===== config.mk =====
export PLATFORM = sky130hd
export DESIGN_NAME = cstp_stack
export DESIGN_NICKNAME = d
export VERILOG_FILES = /design/src/sv/cstp_pkg.sv /design/src/sv/cstp_stack.sv
export SDC_FILE = /design/constraint.sdc
export NUM_CORES = 2
export LEC_CHECK = 0
export BUFFER_PORTS_ARGS = -buffer_cell sky130_fd_sc_hd__buf_4
export CAP_MARGIN = 30
export CELL_PAD_IN_SITES_DETAIL_PLACEMENT = 1
export CELL_PAD_IN_SITES_GLOBAL_PLACEMENT = 2
export CORE_ASPECT_RATIO = 0.6
export CORE_MARGIN = 2
export CORE_UTILIZATION = 55
export DETAILED_ROUTE_END_ITERATION = 10
export GPL_TIMING_DRIVEN = 0
export PLACE_DENSITY = 0.81
export RECOVER_POWER = 25
export SKIP_LAST_GASP = 1
export SYNTH_ARGS = -nofsm -noshare
export SYNTH_HDL_FRONTEND = slang
export SYNTH_MEMORY_MAX_BITS = 65536
export SYNTH_SLANG_ARGS = --single-unit

===== constraint.sdc =====
create_clock -name clk -period 8.2 [get_ports clk]
set_input_delay 0.41 -clock clk [delete_from_list [all_inputs] [get_ports clk]]
set_output_delay 0.41 -clock clk [all_outputs]
set_load 0.02 [all_outputs]

===== src/sv/cstp_pkg.sv =====
// ----------------------------------------------------------------------------
// Call stack time profiler package
// Shared constants, codes and beat types of the call stack time profiler.
// ----------------------------------------------------------------------------
package cstp_pkg;

	localparam int STACK_DEPTH_DEF = 32;
	localparam int FRAME_BITS_DEF  = 16;
	localparam int RESULT_CAP      = 32;

	localparam int ID_W     = 16;
	localparam int TIME_W   = 64;
	localparam int TDEPTH_W = 6;

	localparam int CFG_W     = 16;
	localparam int CFG_IDX_W = 2;

	localparam logic [CFG_IDX_W-1:0] REG_PROFILE_EN = 2'd0;
	localparam logic [CFG_IDX_W-1:0] REG_TRACE_EN   = 2'd1;
	localparam logic [CFG_IDX_W-1:0] REG_RESUME_ID  = 2'd2;

	typedef enum logic [1:0] {
		CMD_ENTER  = 2'd0,
		CMD_LEAVE  = 2'd1,
		CMD_TAIL   = 2'd2,
		CMD_UNWIND = 2'd3
	} cmd_t;

	typedef enum logic {
		ALU_SUB_FLOOR = 1'b0,
		ALU_ADD_SAT   = 1'b1
	} alu_op_t;

	typedef struct packed {
		cmd_t                cmd;
		logic [ID_W-1:0]     entry_id;
		logic [TIME_W-1:0]   now_time;
		logic [TDEPTH_W-1:0] goal_depth;
	} item_t;

	typedef struct packed {
		logic [ID_W-1:0]     popped_frame;
		logic [ID_W-1:0]     parent_frame;
		logic                has_parent;
		logic [TIME_W-1:0]   inclusive_time;
		logic [TIME_W-1:0]   self_time;
		logic [TDEPTH_W-1:0] depth_after;
		logic                overflow;
		logic                last;
	} result_t;

endpackage


===== src/sv/cstp_stack.sv =====
// ----------------------------------------------------------------------------
// Call stack time profiler frame store
// Frame id, entry time and child time of every stack level, one write port
// and one registered read port shared by the three arrays.
// ----------------------------------------------------------------------------
module cstp_stack #(
	parameter int STACK_DEPTH = cstp_pkg::STACK_DEPTH_DEF,
	parameter int FRAME_BITS  = cstp_pkg::FRAME_BITS_DEF
) (
	input  logic                           clk,
	input  logic                           push_we,
	input  logic                           child_we,
	input  logic [$clog2(STACK_DEPTH)-1:0] waddr,
	input  logic [FRAME_BITS-1:0]          wframe,
	input  logic [cstp_pkg::TIME_W-1:0]    wentry,
	input  logic [cstp_pkg::TIME_W-1:0]    wchild,
	input  logic [$clog2(STACK_DEPTH)-1:0] raddr,
	output logic [FRAME_BITS-1:0]          rframe,
	output logic [cstp_pkg::TIME_W-1:0]    rentry,
	output logic [cstp_pkg::TIME_W-1:0]    rchild
);
	import cstp_pkg::*;

	logic [FRAME_BITS-1:0] frame_mem [STACK_DEPTH];
	logic [TIME_W-1:0]     entry_mem [STACK_DEPTH];
	logic [TIME_W-1:0]     child_mem [STACK_DEPTH];

	logic [FRAME_BITS-1:0] rframe_q;
	logic [TIME_W-1:0]     rentry_q;
	logic [TIME_W-1:0]     rchild_q;

	always_ff @(posedge clk) begin
		if (push_we) begin
			frame_mem[waddr] <= wframe;
			entry_mem[waddr] <= wentry;
		end
		if (push_we || child_we) begin
			child_mem[waddr] <= wchild;
		end
	end

	always_ff @(posedge clk) begin
		rframe_q <= frame_mem[raddr];
		rentry_q <= entry_mem[raddr];
		rchild_q <= child_mem[raddr];
	end

	assign rframe = rframe_q;
	assign rentry = rentry_q;
	assign rchild = rchild_q;

endmodule


Word level (Yosys, flattened, before mapping)
Memory sizes are Yosys's and may differ from the RTL's. A register that Yosys moved wholly into a read port is not among the register bits.
Index checks and enable logic that the tools add are counted.
{"block": "totals", "regBits": 0, "mem_count": 3, "mem_bits_rw": 4608, "wordCells": 8, "out_inout_bits": 144, "input_bits": 157}
{"block": "classes", "reduce_logical": 1, "muxes": 4}
{"name": "child_mem", "words": 32, "word_bits": 64, "read_ports": 1, "rd_clocked_by_memory_dff": 1, "wr": 1, "line_no": "cstp_stack.sv:26", "text": "logic [TIME_W-1:0] child_mem [STACK_DEPTH];"}
{"name": "entry_mem", "words": 32, "word_bits": 64, "read_ports": 1, "rd_clocked_by_memory_dff": 1, "wr": 1, "line_no": "cstp_stack.sv:25", "text": "logic [TIME_W-1:0] entry_mem [STACK_DEPTH];"}
{"name": "frame_mem", "words": 32, "word_bits": 16, "read_ports": 1, "rd_clocked_by_memory_dff": 1, "wr": 1, "line_no": "cstp_stack.sv:24", "text": "logic [FRAME_BITS-1:0] frame_mem [STACK_DEPTH];"}
{"operator": "$mux W1", "n": 4}
{"operator": "$logic_or A1 B1 Y1", "n": 1}

Depth between registers and ports, before layout
{"block": "depth", "word_depth": 3, "mapped_depth": 9, "mapped_depth_nobuf": 4}

Worst setup path after synthesis
OpenSTA, ideal clock, no wires.
{"block": "synth_path", "kind": "input to register", "startpoint": "input waddr[4]", "endpoint": "memory entry_mem[16][0] (enable)", "required_ns": 7.681, "t_arrival_ns": 4.575, "cell_stages": 4, "setup_slack_ns": 3.106, "path_buffers": 2, "setup_ns": 0.519, "cell_sequence": "clkbuf_1 > or3b_2 > clkbuf_1 > nor2_1"}
{"element": "start: declaration", "line_no": "cstp_stack.sv:13", "text": "input logic [$clog2(STACK_DEPTH)-1:0] waddr,"}
{"element": "end: declaration", "line_no": "cstp_stack.sv:25"}
Straight into the memory's write port.

==> reports/results.tsv <==
metric	value	unit
grt_antenna_before_repair	54	
cts_tree	yes	
clk_pin_slew	0.07	ns
cts_root_buf	clkbuf_16	
ctsHoldBuffers	144	
worst_slew_pin_slew	1.85	ns
tns	0	ns
ys_warn_count	0	
clock.fmax	266	MHz
drtAntennaViolNets	0	
swShare	22.2	%
multi_input_area	31800	um^2
worstSetupPathType	in2reg	
status	finished, violations left	
clockBufferDepth	4	
syn_to_final_growth	16.1	%
relSlewSlack	-23.4	%
maxSlewViolCount	990	
path_delay_family	simple AND/OR/NAND/NOR gates	
grt_pass1_vias	91700	
synth-main-ff-cell	edfxtp_1	
fin_nets	8579	
combinationalPowerShare	5.7	%
crit_fanout	10	
layout_common_cells	edfxtp_1 (4608), mux4_2 (1072), o22ai_1 (496), clkbuf_16 (420), clkbuf_1 (286)	
synth_seq_cells	4752	
wl_per_cell	41.2	um
skew	0.0499	ns
seq_area_frac_synth	80.8	%
first_pass_iters	8	
powerDensity	247	nW/um^2
viasPerCell	6.98	
routed_wl	536000	um
seqPwrFrac	54.2	%
htree_levels	5	
synth-edff-count	4608	
hold_viol	0	
syn_inst	7293	
period_needed	3.76	ns
drc	0	
p_leak	0.0638	uW
design_area	203000	um^2
cts_setup_buffers	0	
start_util	55.3	%
hold_class	in2reg	
cp_cell_sequence	buf_2 > nor2b_1 > nand2_2 > buf_2 > buf_1 > o22ai_1 > nor4_1	
yosys-top-cells-area	edfxtp_1 (79%), mux4_2 (14%), o22ai_1 (1.8%), dfxtp_1 (1.6%), mux2i_1 (0.92%)	
synthDistinctLibCells	31	
fillers	24900	
fin_crit_sh	45.8	%
cts_buffers	416	
grt_pass1_wl	737000	um
placed_area	188000	um^2
syn_nets	7450	
grt.overflow.total	0	
setup-violations-final	0	
gp_congestion	0.779	
clock_latency	0.98	ns
critPathMostFrequentCell	buf_2	
worst-path-buf-inv	3	
syn_area	175000	um^2
critPathCaptureType	flop	
seq_area	141000	um^2
ioPinCount	301	
vias	90900	
cpPeakStageDelay	1.03	ns
internal-power	39000	uW
grt_start_max_net_pins	33	
drv_cap	30	
fin_hold_ws	0.253	ns
clock-sinks	4752	
startpoint_type	input port	
rsz0062_at_grt	no	
p_sw	11200	uW
dp_hpwl	337000	um
total_power	50200	uW
drt_iter0_drc	16000	
rows	160	
async_reset_ff_share	0	%
drive_gt1_share	28.4	%
crit_slowest_cell	nor4_1	
violations	capacitance limit, slew limit	
required	8.95	ns
die-area	323000	um^2
die_h	441	um
p_clk_share	40.0	%
yosys.area.top_type	edfxtp_1	
port_buffers	292	
critical_path_arrival	4.51	ns
final_common_cell	edfxtp_1	
die_x	732	um
grt_usage	33.0	%
post_cts_resize_count	0	
core	317000	um^2
syn_avg_cell_area	24.0	um^2
peakVddDrop	0.188	mV
synth.top_cell.area_share	79.1	%
## layout make-up
type,count,area share [%]
Sequential cell,4752,69.6
Multi-Input combinational cell,2136,15.7
Clock buffer,546,5.58
Timing Repair Buffer,711,4.27
Tap cell,4212,2.60
Buffer,405,1.15
Clock inverter,216,1.08
Antenna cell,50,0.0616
## sequential cells by signal, indices dropped and copies added (netlist names)
name,flops
frame_mem,512
rentry,64
rchild,64
child_mem,2048
rframe,16
entry_mem,2048
## synth_stat cells (all sizes together) (20+ instances only)
master,n
edfxtp,4608
mux4,1072
o22ai,496
buf,294
mux2i,160
dfxtp,144
nor4,124
a22oi,120
clkbuf,111
nor2,70
nand3,43
nand4,20
## power by group through the flow
stage	clock network, uW	registers, uW	logic, uW
after global routing	20900	27200	2980
final	20100	27200	2880
after global placement	0	27700	2520
after detailed placement	0	27700	2740
after floorplan	0	27800	1220
after CTS	20100	27200	2840
## metal layers
layer	wire length, um	global-route usage [%]	vias up
met4	22900	12.8	14
met2	236000	47.5	7759
met3	77800	9.72	1100
met1	199000	48.4	48000
met5	99	0.0147	-
li1	-	-	34000
## logic make-up after synthesis
group | Yosys count | share of synthesized area, %
flops | 4752 | 80.8
mux | 1232 | 14.7
compound gates | 620 | 2.30
buf+inv | 405 | 1.32
simple gates | 284 | 0.886
## per-stage QoR
| stage | util, % | worst slack (ns) | cells |
|---|---|---|---|
| after global placement | 57.6 | -2.19 | 11800 |
| final | 64.1 | 4.44 | 13000 |
| after global routing | 64.1 | 4.60 | 13000 |
| after floorplan | - | 3.11 | 7293 |
| after CTS | 64.1 | 4.69 | 13000 |
| after detailed placement | 59.4 | 3.78 | 12100 |
## worst paths after layout
path                                                   from                     endpoint  slack (ns)  cells past startpoint
worst max-delay path                               raddr[1]           rentry[15]$_DFF_P_        4.44                      7
worst min-delay path                               waddr[4]  child_mem[22][50]$_DFFE_PP_        0.25                      3
worst max register to register   entry_mem[28][2]$_DFFE_PP_            rentry[2]$_DFF_P_        6.08                      3
worst min register to register  entry_mem[30][56]$_DFFE_PP_           rentry[56]$_DFF_P_        0.69                      3
## worst reg2reg max path, delay by kind of cell, from the launching register on
kind | cells | cell delay, ns
DFF | 1 | 0.39
muxes | 1 | 0.51
and+or+nand+nor | 1 | 0.34
AOI/OAI and AO/OA | 1 | 0.69
No activity file was read; power rests on OpenSTA's default activity.
