**config.mk**
```make
export PLATFORM = sky130hd
export DESIGN_NAME = cstp_emit
export DESIGN_NICKNAME = d
export VERILOG_FILES = /design/src/sv/cstp_pkg.sv /design/src/sv/cstp_emit.sv
export SDC_FILE = /design/constraint.sdc
export NUM_CORES = 1
export LEC_CHECK = 0
export BUFFER_PORTS_ARGS = -buffer_cell sky130_fd_sc_hd__buf_2
export CAP_MARGIN = 25
export CELL_PAD_IN_SITES_DETAIL_PLACEMENT = 1
export CELL_PAD_IN_SITES_GLOBAL_PLACEMENT = 1
export CORE_MARGIN = 2
export CORE_UTILIZATION = 43
export CTS_CLUSTER_SIZE = 25
export DETAILED_ROUTE_END_ITERATION = 10
export GPL_TIMING_DRIVEN = 1
export PLACE_DENSITY = 0.82
export SYNTH_ARGS = -nofsm -noshare
export SYNTH_HDL_FRONTEND = slang
export SYNTH_SLANG_ARGS = --single-unit
export TNS_END_PERCENT = 5
```
**constraint.sdc**
```tcl
create_clock -name clk -period 4 [get_ports clk]
set_clock_uncertainty 0.2 [all_clocks]
set_input_delay 0 -clock clk [delete_from_list [all_inputs] [get_ports clk]]
set_output_delay 0 -clock clk [all_outputs]
set_load 0.02 [all_outputs]
```
**src/sv/cstp_pkg.sv**
```systemverilog
// ----------------------------------------------------------------------------
// Call stack time profiler package
// Shared constants, codes and beat types of the call stack time profiler.
// ----------------------------------------------------------------------------
package cstp_pkg;

	localparam int STACK_DEPTH_DEF = 32;
	localparam int FRAME_BITS_DEF  = 16;
	localparam int RESULT_CAP      = 32;

	localparam int ID_W     = 16;
	localparam int TIME_W   = 64;
	localparam int TDEPTH_W = 6;

	localparam int CFG_W     = 16;
	localparam int CFG_IDX_W = 2;

	localparam logic [CFG_IDX_W-1:0] REG_PROFILE_EN = 2'd0;
	localparam logic [CFG_IDX_W-1:0] REG_TRACE_EN   = 2'd1;
	localparam logic [CFG_IDX_W-1:0] REG_RESUME_ID  = 2'd2;

	typedef enum logic [1:0] {
		CMD_ENTER  = 2'd0,
		CMD_LEAVE  = 2'd1,
		CMD_TAIL   = 2'd2,
		CMD_UNWIND = 2'd3
	} cmd_t;

	typedef enum logic {
		ALU_SUB_FLOOR = 1'b0,
		ALU_ADD_SAT   = 1'b1
	} alu_op_t;

	typedef struct packed {
		cmd_t                cmd;
		logic [ID_W-1:0]     entry_id;
		logic [TIME_W-1:0]   now_time;
		logic [TDEPTH_W-1:0] goal_depth;
	} item_t;

	typedef struct packed {
		logic [ID_W-1:0]     popped_frame;
		logic [ID_W-1:0]     parent_frame;
		logic                has_parent;
		logic [TIME_W-1:0]   inclusive_time;
		logic [TIME_W-1:0]   self_time;
		logic [TDEPTH_W-1:0] depth_after;
		logic                overflow;
		logic                last;
	} result_t;

endpackage

```
**src/sv/cstp_emit.sv**
```systemverilog
// ----------------------------------------------------------------------------
// Call stack time profiler result stage
// Holds back one record so that the final record of a command can carry the
// last flag, and drops records beyond the per-command cap.
// ----------------------------------------------------------------------------
module cstp_emit (
	input  logic              clk,
	input  logic              arst_n,
	input  logic              rec_valid,
	input  cstp_pkg::result_t rec,
	input  logic              flush,
	output logic              result_valid,
	output cstp_pkg::result_t result
);
	import cstp_pkg::*;

	localparam int CNT_W = $clog2(RESULT_CAP + 1);

	result_t          pend_q;
	logic             pend_valid_q;
	logic [CNT_W-1:0] count_q;
	result_t          out_q;
	logic             out_valid_q;
	logic             take;
	result_t          held_mid;
	result_t          held_end;

	assign take = rec_valid && (count_q < CNT_W'(RESULT_CAP));

	always_comb begin
		held_mid      = pend_q;
		held_mid.last = 1'b0;
		held_end      = pend_q;
		held_end.last = 1'b1;
	end

	always_ff @(posedge clk or negedge arst_n) begin
		if (!arst_n) begin
			pend_valid_q <= 1'b0;
			count_q      <= '0;
			out_valid_q  <= 1'b0;
		end else begin
			out_valid_q <= 1'b0;
			if (take) begin
				// A newer record exists, so the held one is not the last.
				out_valid_q  <= pend_valid_q;
				pend_valid_q <= 1'b1;
				count_q      <= count_q + CNT_W'(1);
			end else if (flush) begin
				out_valid_q  <= pend_valid_q;
				pend_valid_q <= 1'b0;
				count_q      <= '0;
			end
		end
	end

	always_ff @(posedge clk) begin
		if (take) begin
			pend_q <= rec;
			out_q  <= held_mid;
		end else if (flush) begin
			out_q  <= held_end;
		end
	end

	assign result_valid = out_valid_q;
	assign result       = out_q;

endmodule

```
# Yosys cells after proc, flatten, opt, wreduce, memory -nomap -nowiden
# Index checks and enable logic that the tools add are counted.
[word_totals]
ff_bits = 345
latchBits = 0
mem_bits_rw = 0
romBits = 0
inputBits = 173
out_inout_bits = 170
elab_cells = 30
n_memories = 0
[classes]
addsub = 1
n_mul = 0
div = 0
n_lt_le_gt_ge = 1
eq_ne = 0
n_shift = 0
mux = 8
n_bitwise = 0
reduce_logical = 2
[ops]
columns = ["cell", "n"]
rows = [
  ["$mux 169", 2],
  ["$mux 6", 2],
  ["$add 6x1->6 const B", 1],
  ["$lt 6x6->1 const B", 1],
  ["$mux 1", 4],
  ["$reduce_bool 2->1", 1],
  ["$logic_and 1x1->1", 1],
]

# Longest topological paths before layout
# Gate-level depths: netlist (run 1).
[logic_depth]
ltp_word = 3
ltp_mapped = 7
ltp_nobuf = 5

# Worst setup path after synthesis (run 1)
# Ideal clock, no wire load.
[synth_path]
path_type = "register to register"
from = "register count_q[5]"
to = "register out_q, in the netlist result[100], enable pin"
setup_time_ns = 0.396
arrival_ns = 2.543
t_required_ns = 3.404
setup_slack_ns = 0.862
path_stages_with_launch = 7
n_path_buf = 2
synth_period_minus_slack_ns = 3.138
cell_sequence = "dfrtp_1 nand2b_4 inv_6 nor2_8 inv_4 buf_6 buf_6"
[synth_between]
elab_chain_len = 3
[synth_lines]
columns = ["item", "line", "rtl"]
rows = [
  ["start, declared", "cstp_emit.sv:21", "logic [CNT_W-1:0] count_q;"],
  ["start signal, assigned", "cstp_emit.sv:48", "count_q <= count_q + CNT_W'(1);"],
  ["$lt 6x6->1", "cstp_emit.sv:28", "assign take = rec_valid && (count_q < CNT_W'(RESULT_CAP));"],
  ["$logic_and 1x1->1", "cstp_emit.sv:28", ""],
  ["named net take", "cstp_emit.sv:24", "logic take;"],
  ["$reduce_bool 2->1 (no source line)", "--", ""],
  ["end signal, assigned", "cstp_emit.sv:60", "out_q <= held_mid;"],
  ["end signal, assigned", "cstp_emit.sv:62", "out_q <= held_end;"],
  ["end, declared", "cstp_emit.sv:22", "result_t out_q;"],
]
# The timed path passes the listed nets, and every way through them passes these cells.
# A chain may end at the register's enable or synchronous reset.

# Final worst setup path (run 1)
[layout_path]
from = "register count_q[5]"
to = "register out_q, in the netlist result[117] (data pin)"
[layout_between]
elab_chain_len = 3
[layout_lines]
columns = ["item", "line", "rtl"]
rows = [
  ["$lt 6x6->1", "cstp_emit.sv:28", ""],
  ["$logic_and 1x1->1", "cstp_emit.sv:28", ""],
  ["named net take", "cstp_emit.sv:24", ""],
  ["$mux 169", "cstp_emit.sv:58", "if (take) begin"],
]
# The timed path passes the listed nets, and every way through them passes these cells.

==> flow_summary_export.csv, run 1 <==
group,metric,value,unit
outcome,status,"finished with violations",
outcome,violations,"negative hold slack",
job,drv_cap,0,
synthesis,synthCells,557,
synthesis,synth_area_leaders,"edfxtp_1 86%, and2_1 9.0%, dfrtp_1 1.7%",
pwr,swShare,0.2268,
drt,dr.pass1.iters,4,
timing,maxSlewHeadroom,0.4142,
timing,hold_slack,-0.0002433,ns
clock_network,clkTransAtPathRegs,0.07,ns
synthesis,seq_area_frac_synth,0.8806,
synthesis,synth_cell_types,25,
setup_path,r2r-end,"result[117]",
timing,rsz0062_at_grt,"false",
setup_path,critPathArrivalTime,2.81,ns
drt,num_vias,6895,
timing,worstMarginPinSlew,0.8787,ns
clock_network,post_cts_buffers,0,
layout,syn_to_final_growth,43.12,%
timing,finalCritPeriodShare,0.6933,
hold_path,hold_class,"in2reg",
drt,drc,0,
synthesis,yosysTopAreaCell,"edfxtp_1",
pwr,power_frac_comb,0.097,
timing,hold_viol_final,1,
floorplan,fp.dieArea,28560,µm²
global_routing,antenna_found_initial,2,
setup_path,crit_fanout,175,
synthesis,yosysWarnings,0,
global_routing,grt_pass1_wl,46.60,mm
floorplan,die_y,169.0,µm
synthesis,netlist_area,11710,µm²
layout,final_cell_mix,"341 x buf_2, 336 x edfxtp_1, 185 x dlygate4sd3_1",
placed_design,routabilityCongestion,0.7443,
floorplan,start_util,0.4356,
pwr,finalPower,8.454,mW
timing,drv_slew,0,
layout,design_area,16760,µm²
global_routing,grt_overflow,0,
setup_path,r2r_slack,1.23,ns
timing,max_freq,360.6,MHz
setup_path,critPathCaptureType,"flop",
synthesis,ys_ff_latch,345,
drt,vias_per_cell,4.671,
setup_path,crit_type,"reg2reg",
layout,fillCellCount,2459,
global_routing,grt_max_degree,176,
placed_design,dp_hpwl,17.42,mm
timing,period_needed,2.773,ns
clock_network,insertion_delay,0.50,ns
placed_design,placedInstanceArea,13770,µm²
pwr,powerDensity,504.5,nW/µm²
synthesis,synth_nets,731,
timing,finalSetupViolCount,0,
setup_path,crit_required,4.04,ns
clock_network,max-clock-path-buffers,3,
global_routing,grt_pass1_vias,7746,
drt,drt_iter0_drc,409,
hold_path,whs_path_depth,2,
setup_path,critPathLaunchType,"flop",
pwr,clockPowerShare,0.388,
floorplan,fp.dieW,169.0,µm
hold_path,min_from,"rec[69]",
setup_path,r2r_start,"count_q[5]",
placed_design,port_buffers,341,
drt,routed_wl,31.80,mm
pwr,power_frac_seq,0.515,
synthesis,avgSynthCellArea,21.02,µm²
synthesis,synth_top_cell_area_share,0.8618,
clock_network,numCtsBuffers,36,
setup_path,worst-r2r-cell-count,6,
pwr,p_leak,6.800,nW
drt,antenna_violating_nets_post_route,0,
clock_network,clock-sinks,345,
clock_network,cts_root_buffer,"clkbuf_16",
floorplan,num_rows,60,
clock_network,cts_tree,"yes",
pwr,p_switching,1.918,mW
layout,nNetsFinal,1282,
layout,drive_above_1_share,0.3513,
clock_network,h-tree-depth,2,
drt,post_drt_wl_per_cell,21.54,µm
global_routing,grt_use_total,0.2203,
pwr,internal_power,6.537,mW
floorplan,ios,343,
layout,mostFrequentLayoutCell,"buf_2",
pwr,ir_drop,406.0,µV
timing,setup_tns,0,ns
floorplan,core_area,26880,µm²
hold_path,hold_path_end,"held_end[69]",
-- routing by layer --
metal	track usage	part of all wire	vias up
li1	-	-	3142
met1	0.2356	0.36	3385
met2	0.4079	0.53	309
met3	0.06851	0.078	59
met4	0.08175	0.033	0
met5	0	0	-
-- worst max-delay path, cell delays in order, from the launching register on --
cell and delay [ns]:
dfrtp_1 0.40, nand2b_4 0.20, inv_6 0.18, nor2_8 0.21, clkinv_8 0.41, buf_12 0.47, and2_1 0.22
-- metrics by stage --
| step | util | setup slack [ns] | cells |
|---|---|---|---|
| 2_1_floorplan | - | 0.8618 | 557 |
| 3_3_place_gp | 0.5124 | 1.563 | 1226 |
| 3_5_place_dp | 0.5124 | 1.429 | 1226 |
| 4_1_cts | 0.6218 | 1.434 | 1470 |
| 5_1_grt | 0.6234 | 1.129 | 1475 |
| 6_report | 0.6235 | 1.227 | 1476 |
-- worst max path at each step --
stage / from / endpoint / slack (ns) / cells past startpoint
global route: count_q[5] / result[117] / 1.13 / 6
CTS: count_q[5] / result[1] / 1.43 / 6
floorplan: count_q[5] / result[100] / 0.86 / 6
finish: count_q[5] / result[117] / 1.23 / 6
detailed placement: count_q[5] / result[1] / 1.43 / 6
global placement: count_q[5] / result[156] / 1.56 / 6
-- power by group through the flow --
stage	logic, mW	registers (mW)	clock network (mW)
floorplan	0.169	4.59	0
global placement	0.617	4.39	0
detailed placement	0.647	4.41	0
CTS	0.793	4.34	3.28
global route	0.869	4.38	3.47
finish	0.818	4.35	3.28
-- logic make-up after synthesis --
kind of cell | Yosys count | synth area share
AO/OA/AOI/OAI | 7 | 0.005344
multiplexers | 2 | 0.001710
AND/OR/NAND/NOR | 180 | 0.09715
adder cells (fa/ha/maj) | 1 | 0.001069
buffers and inverters | 22 | 0.01411
flip-flops | 345 | 0.8806
-- cells in the mapped netlist (all sizes together) --
master  instances
clkbuf          8
inv             4
mux2i           2
a21oi           1
a22o            2
nor2b           1
nor2            4
buf            10
nand3           1
dfxtp           1
and3            2
edfxtp        336
dfrtp           8
a31oi           1
nand4           1
a211o           1
o21ai           2
and2          168
nand2b          2
ha              1
nor3            1
-- layout make-up --
type / instances / area (µm²) / share of cell area
clock inverter: 12 / 130.1 / 0.007766
sequential: 345 / 10310 / 0.6153
antenna: 2 / 5.005 / 0.0002987
multi-input combinational: 190 / 1232 / 0.07355
inverter: 4 / 32.53 / 0.001941
tap: 341 / 426.7 / 0.02546
timing repair buffer: 531 / 3621 / 0.2161
clock buffer: 51 / 998.5 / 0.05959
-- registers in the layout, indices dropped and copies added (netlist names) --
register	cells
held_end	168
result	169
result_valid	1
count_q	6
pend_valid_q	1
-- timing repair --
action / in CTS / in global routing
gates resized for setup: 0 / 0
hold buffers: 181 / 4
hold endpoints to repair: 227 / 4
Note: power is estimated with default switching activity, not from simulation.
==> inputs of run 2 (changes only) <==
--- a/config.mk
+++ b/config.mk
@@ -10,11 +10,11 @@
 export CELL_PAD_IN_SITES_DETAIL_PLACEMENT = 1
 export CELL_PAD_IN_SITES_GLOBAL_PLACEMENT = 1
 export CORE_MARGIN = 2
-export CORE_UTILIZATION = 43
+export CORE_UTILIZATION = 39
 export CTS_CLUSTER_SIZE = 25
 export DETAILED_ROUTE_END_ITERATION = 10
 export GPL_TIMING_DRIVEN = 1
-export PLACE_DENSITY = 0.82
+export PLACE_DENSITY = 0.79
 export SYNTH_ARGS = -nofsm -noshare
 export SYNTH_HDL_FRONTEND = slang
 export SYNTH_SLANG_ARGS = --single-unit
==> constraint.sdc (replaced) <==
create_clock -name clk -period 2.4 [get_ports clk]
set_clock_uncertainty 0.2 [all_clocks]
set_input_delay 0 -clock clk [delete_from_list [all_inputs] [get_ports clk]]
set_output_delay 0 -clock clk [all_outputs]
set_load 0.02 [all_outputs]
==> run 2 against run 1 <==
The run still ends with negative hold slack left. First-iteration DRC count shrank 23%. Cell count grew 8.7%. Largest cell class unchanged. Total power grew 67%. Sequential share of layout area shrank 3.0 points. Core utilization shrank 2.9 points. Flip-flop and latch count is the same. Die area grew 10%. Critical endpoint is now result[111]. Final area grew 5.1%. Worst hold slack lost 0.0031 ns. Worst setup slack lost 1.0 ns.
==> flow_summary_export.csv, run 2 (same netlist as run 1, synthesis figures left out) <==
group,metric,value,unit
setup_path,critPathArrivalTime,2.24,ns
setup_path,r2r_start,"count_q[5]",
drt,vias_per_cell,4.500,
timing,worstMarginPinSlew,0.7528,ns
drt,dr.pass1.iters,4,
setup_path,r2r_slack,0.21,ns
global_routing,grt_busiest_layer,"met2",
placed_design,dp_cells,1283,
global_routing,grt_overflow,0,
outcome,violations,"negative hold slack",
floorplan,start_util,0.3950,
timing,maxSlewHeadroom,0.4981,
global_routing,grt_use_total,0.2053,
timing,hold_viol_final,1,
floorplan,core_area,29640,µm²
drt,routed_wl,32.83,mm
floorplan,ios,343,
drt,drt_iter0_drc,316,
clock_network,insertion_delay,0.52,ns
timing,drv_slew,0,
timing,setup_tns,0,ns
timing,hold_slack,-0.003357,ns
layout,largest_reg_flops,169,
timing,finalCritPeriodShare,0.9115,
global_routing,grt_pass1_wl,47.66,mm
hold_path,whs_path_depth,2,
global_routing,grtUsageMet3,0.05949,
timing,finalSetupViolCount,0,
layout,fillCellCount,2773,
pwr,power_frac_comb,0.104,
pwr,swShare,0.2284,
global_routing,grt_pass1_vias,7998,
global_routing,antenna_found_initial,7,
layout,final_cell_mix,"341 x buf_2, 336 x edfxtp_1, 251 x dlygate4sd3_1",
setup_path,critPathLaunchType,"flop",
floorplan,fp.dieW,177.3,µm
layout,nNetsFinal,1358,
hold_path,hold_path_end,"held_end[115]",
hold_path,hold_class,"in2reg",
outcome,status,"finished with violations",
setup_path,critPathCaptureType,"flop",
pwr,power_frac_seq,0.514,
layout,final_cells,1605,
clock_network,h-tree-depth,2,
global_routing,grt_util_met1,0.2256,
setup_path,worst-r2r-cell-count,6,
setup_path,crit_fanout,64,
floorplan,fp.dieArea,31420,µm²
drt,num_vias,7222,
layout,syn_to_final_growth,50.43,%
layout,drive_above_1_share,0.3350,
timing,rsz0062_at_grt,"false",
placed_design,dp_hpwl,17.08,mm
clock_network,numCtsBuffers,38,
pwr,powerDensity,801.0,nW/µm²
clock_network,cts_tree,"yes",
pwr,internal_power,10.88,mW
setup_path,crit_type,"reg2reg",
pwr,p_switching,3.223,mW
drt,post_drt_wl_per_cell,20.46,µm
pwr,finalPower,14.11,mW
global_routing,met2_usage,0.3685,
placed_design,port_buffers,341,
layout,mostFrequentLayoutCell,"buf_2",
setup_path,r2r-end,"result[111]",
job,drv_cap,0,
pwr,clockPowerShare,0.382,
setup_path,crit_required,2.45,ns
timing,period_needed,2.188,ns
pwr,p_leak,7.143,nW
drt,antenna_violating_nets_post_route,0,
pwr,ir_drop,742.1,µV
drt,drc,0,
clock_network,clkTransAtPathRegs,0.06,ns
global_routing,grt_max_degree,105,
floorplan,num_rows,63,
clock_network,clock-sinks,345,
clock_network,cts_root_buffer,"clkbuf_16",
clock_network,max-clock-path-buffers,3,
floorplan,die_y,177.3,µm
timing,max_freq,457.1,MHz
hold_path,min_from,"rec[115]",
placed_design,routabilityCongestion,0.7809,
## run 2: cell types whose count changed in the layout (fill, tap and decap cells not counted), sizes merged
cell         change
buf              +8
bufinv           -3
clkbuf           +1
clkinv           +4
diode            +4
dlygate4sd3     +66
## run 2: repair_timing
item	in CTS	in global routing
hold endpoints to repair	220	4
setup buffers	0	0
hold buffers	247	4
resized for setup	0	0
## run 2: layer usage
layer,vias up,part of all wire
met1,3500,0.37
met2,331,0.52
li1,3305,-
met3,84,0.072
met4,2,0.042
met5,-,0.00040
## run 2: final cells by class
class | count | area, µm² | share of cell area
clock buffers | 52 | 1077 | 0.06117
repair buffers | 605 | 4392 | 0.2494
clock inverters | 13 | 53.80 | 0.003055
diodes | 6 | 15.01 | 0.0008525
well taps | 390 | 488.0 | 0.02771
multi-input cells | 190 | 1232 | 0.06998
inverters | 4 | 43.79 | 0.002487
flip-flops and latches | 345 | 10310 | 0.5854
## run 2: worst max-delay path: stages, from the launching register on
cell and delay [ns]:
dfrtp_1 0.38, nand2b_4 0.23, inv_16 0.11, nor2_8 0.17, clkinv_8 0.25, buf_12 0.30
and2_1 0.20
## run 2: power groups by stage
| stage | sequential (mW) | combinational (mW) | clock [mW] |
|---|---|---|---|
| 2_1_floorplan | 7.64 | 0.288 | 0 |
| 6_report | 7.25 | 1.47 | 5.39 |
| 3_5_place_dp | 7.35 | 1.10 | 0 |
| 3_3_place_gp | 7.32 | 1.06 | 0 |
| 5_1_grt | 7.28 | 1.56 | 5.74 |
| 4_1_cts | 7.23 | 1.42 | 5.44 |
## run 2: worst max-delay path by stage
| stage | start | to | depth (start not counted) |
|---|---|---|---|
| final | count_q[5] | result[111] | 6 |
| after detailed placement | count_q[5] | result[35] | 6 |
| after floorplan | count_q[5] | result[100] | 6 |
| after CTS | count_q[5] | result[23] | 6 |
| after global routing | count_q[5] | result[111] | 6 |
| after global placement | count_q[5] | result[32] | 6 |
## run 2: per-stage QoR
| step | instance area [µm²] | util | setup WS, ns |
|---|---|---|---|
| after global routing | 17600 | 0.5940 | 0.1080 |
| final | 17610 | 0.5942 | 0.2124 |
| after CTS | 17560 | 0.5924 | 0.2868 |
| after floorplan | 11740 | - | 0.02498 |
| after detailed placement | 13950 | 0.4708 | 0.2982 |
| after global placement | 13950 | 0.4708 | 0.3896 |
==> inputs of run 3 (changes only) <==
--- a/config.mk
+++ b/config.mk
@@ -5,16 +5,18 @@
 export SDC_FILE = /design/constraint.sdc
 export NUM_CORES = 1
 export LEC_CHECK = 0
+export ABC_AREA = 1
 export BUFFER_PORTS_ARGS = -buffer_cell sky130_fd_sc_hd__buf_2
 export CAP_MARGIN = 25
 export CELL_PAD_IN_SITES_DETAIL_PLACEMENT = 1
 export CELL_PAD_IN_SITES_GLOBAL_PLACEMENT = 1
 export CORE_MARGIN = 2
-export CORE_UTILIZATION = 39
+export CORE_UTILIZATION = 38
 export CTS_CLUSTER_SIZE = 25
 export DETAILED_ROUTE_END_ITERATION = 10
 export GPL_TIMING_DRIVEN = 1
 export PLACE_DENSITY = 0.79
+export RECOVER_POWER = 50
 export SYNTH_ARGS = -nofsm -noshare
 export SYNTH_HDL_FRONTEND = slang
 export SYNTH_SLANG_ARGS = --single-unit
==> run 3 against run 2 <==
The run now ends clean. Global-route usage is 0.66 points higher. Sequential power hardly changed. Fmax is 6.0% higher. Clock power is 6.5% higher. Cell count is 12% higher. Via count is 9.7% higher. Largest cell class unchanged. Highest routed layer unchanged. Critical path type unchanged.
==> flow_summary_export.csv, run 3 <==
group,metric,value,unit
outcome,status,"finished, final reports clean",
layout,nNetsFinal,1536,
synthesis,netlist_area,12000,µm²
clock_network,cts_resized,0,
placed_design,port_buffers,341,
pwr,p_switching,3.362,mW
synthesis,avgSynthCellArea,16.16,µm²
floorplan,core_area,31310,µm²
synthesis,synthCells,743,
timing,maxSlewHeadroom,0.5764,
synthesis,synth_nets,917,
timing,hold_slack,0.01399,ns
global_routing,grt_pass1_vias,8948,
drt,post_drt_wl_per_cell,19.66,µm
pwr,p_leak,7.360,nW
global_routing,grt_max_degree,104,
floorplan,fp.dieArea,33030,µm²
layout,drive_above_1_share,0.1512,
synthesis,synth_most_common_cell,"edfxtp_1",
global_routing,grt_pass1_wl,52.44,mm
drt,num_vias,7922,
setup_path,critPathArrivalTime,1.99,ns
layout,largest_reg_flops,169,
setup_path,critPathLaunchType,"flop",
setup_path,crit_type,"reg2reg",
floorplan,start_util,0.3834,
global_routing,grt_use_total,0.2119,
timing,max_freq,484.8,MHz
synthesis,synthArstFlopShare,0.02319,
synthesis,synth_edf_count,336,
synthesis,synth_area_leaders,"edfxtp_1 84%, inv_1 5.5%, nor2_1 5.5%",
setup_path,crit_fanout,103,
clock_network,clock-sinks,345,
clock_network,numCtsBuffers,38,
floorplan,ios,343,
timing,hold_viol_final,0,
drt,vias_per_cell,4.413,
clock_network,clkTransAtPathRegs,0.06,ns
clock_network,cts_root_buffer,"clkbuf_16",
pwr,internal_power,11.08,mW
drt,routed_wl,35.29,mm
timing,drv_slew,0,
timing,worstMarginPinSlew,0.6355,ns
timing,rsz0062_at_grt,"false",
placed_design,routabilityCongestion,0.7649,
layout,utilization,0.5616,
job,drv_cap,0,
setup_path,critPathCaptureType,"flop",
clock_network,cts_tree,"yes",
synthesis,yosysTopAreaCell,"edfxtp_1",
clock_network,insertion_delay,0.51,ns
timing,setup_tns,0,ns
layout,final_cell_mix,"336 x edfxtp_1, 245 x dlygate4sd3_1, 205 x clkbuf_1",
hold_path,hold_class,"in2reg",
synthesis,synth_ff_type,"edfxtp_1",
synthesis,synth_top_cell_area_share,0.8405,
pwr,ir_drop,492.2,µV
timing,finalCritPeriodShare,0.8595,
synthesis,synth_common_cells,"336 x edfxtp_1, 176 x inv_1, 175 x nor2_1",
setup_path,crit_required,2.33,ns
drt,drc,0,
clock_network,h-tree-depth,2,
global_routing,grt_overflow,0,
drt,antenna_violating_nets_post_route,0,
floorplan,fp.dieW,181.7,µm
floorplan,die_y,181.7,µm
pwr,clockPowerShare,0.397,
clock_network,post_cts_buffers,0,
synthesis,yosysWarnings,0,
pwr,power_frac_comb,0.099,
pwr,finalPower,14.44,mW
global_routing,antenna_found_initial,5,
synthesis,synth_cell_types,16,
drt,dr.pass1.iters,4,
pwr,powerDensity,821.5,nW/µm²
layout,syn_to_final_growth,46.48,%
layout,fillCellCount,3174,
floorplan,num_rows,65,
layout,mostFrequentLayoutCell,"edfxtp_1",
placed_design,dp_hpwl,19.49,mm
pwr,power_frac_seq,0.503,
timing,finalSetupViolCount,0,
synthesis,ys_ff_latch,345,
pwr,swShare,0.2327,
timing,period_needed,2.063,ns
clock_network,max-clock-path-buffers,3,
drt,drt_iter0_drc,309,
synthesis,seq_area_frac_synth,0.8589,
setup_path,r2r_slack,0.34,ns
## run 3: logic make-up (layout without fill, tap and decap cells)
group                    count (synthesis)  count (layout)  share of synthesized area
AO/OA/AOI/OAI                            4               4                   0.001667
adder cells (fa/ha/maj)                  1               1                   0.001042
buffers and inverters                  196             842                    0.07578
flip-flops                             345             345                     0.8589
other                                    0               4                          0
AND/OR/NAND/NOR                        197             197                    0.06264
## run 3: cell type report
| type | instances | area (µm²) | area share |
|---|---|---|---|
| inverter | 177 | 669.4 | 0.03807 |
| clock buffer | 51 | 1021 | 0.05807 |
| timing repair buffer | 598 | 4108 | 0.2336 |
| tap | 402 | 503.0 | 0.02861 |
| clock inverter | 16 | 182.7 | 0.01039 |
| antenna | 4 | 10.01 | 0.0005693 |
| multi-input combinational | 202 | 779.5 | 0.04433 |
| sequential | 345 | 10310 | 0.5864 |
## run 3: path summary, 6_finish.rpt
path | cells past startpoint | end | from
min in group asynchronous | 3 | count_q[4] | arst_n
setup / recovery | 4 | result[12] | count_q[5]
hold reg to reg | 2 | result_valid | pend_valid_q
max in group asynchronous | 3 | count_q[2] | arst_n
setup reg to reg | 4 | result[12] | count_q[5]
hold / removal | 2 | held_end[139] | rec[139]
## run 3: metal layers
layer	track usage	share of wire
met5	0	0.00020
met4	0.08195	0.042
met3	0.04733	0.055
met2	0.4129	0.55
met1	0.2189	0.35
## run 3: power by group through the flow
stage	combinational, mW	clock (mW)	sequential (mW)
detailed placement	1.15	0	7.37
global placement	1.10	0	7.33
finish	1.44	5.74	7.27
floorplan	0.309	0	7.68
CTS	1.47	5.80	7.25
global route	1.54	6.11	7.31
## run 3: critical path, stage by stage (launching register included)
cell     delay (ns)
dfrtp_1        0.39
inv_1          0.09
nand2_1        0.11
nand2_1        0.29
buf_12         0.47
## run 3: metrics by stage
step	instance area [µm²]	instances	setup WS, ns
after floorplan	12010	743	-1.155
after global routing	17580	1794	0.2903
after detailed placement	14180	1479	0.5468
after global placement	14180	1479	0.6441
after CTS	17810	1788	0.5306
final	17580	1795	0.3371
## run 3: what timing repair did
action | 4_1_cts | 5_1_grt
endpoints found under the hold margin | 240 | 3
setup endpoints to repair | 0 | 0
hold buffers | 242 | 3
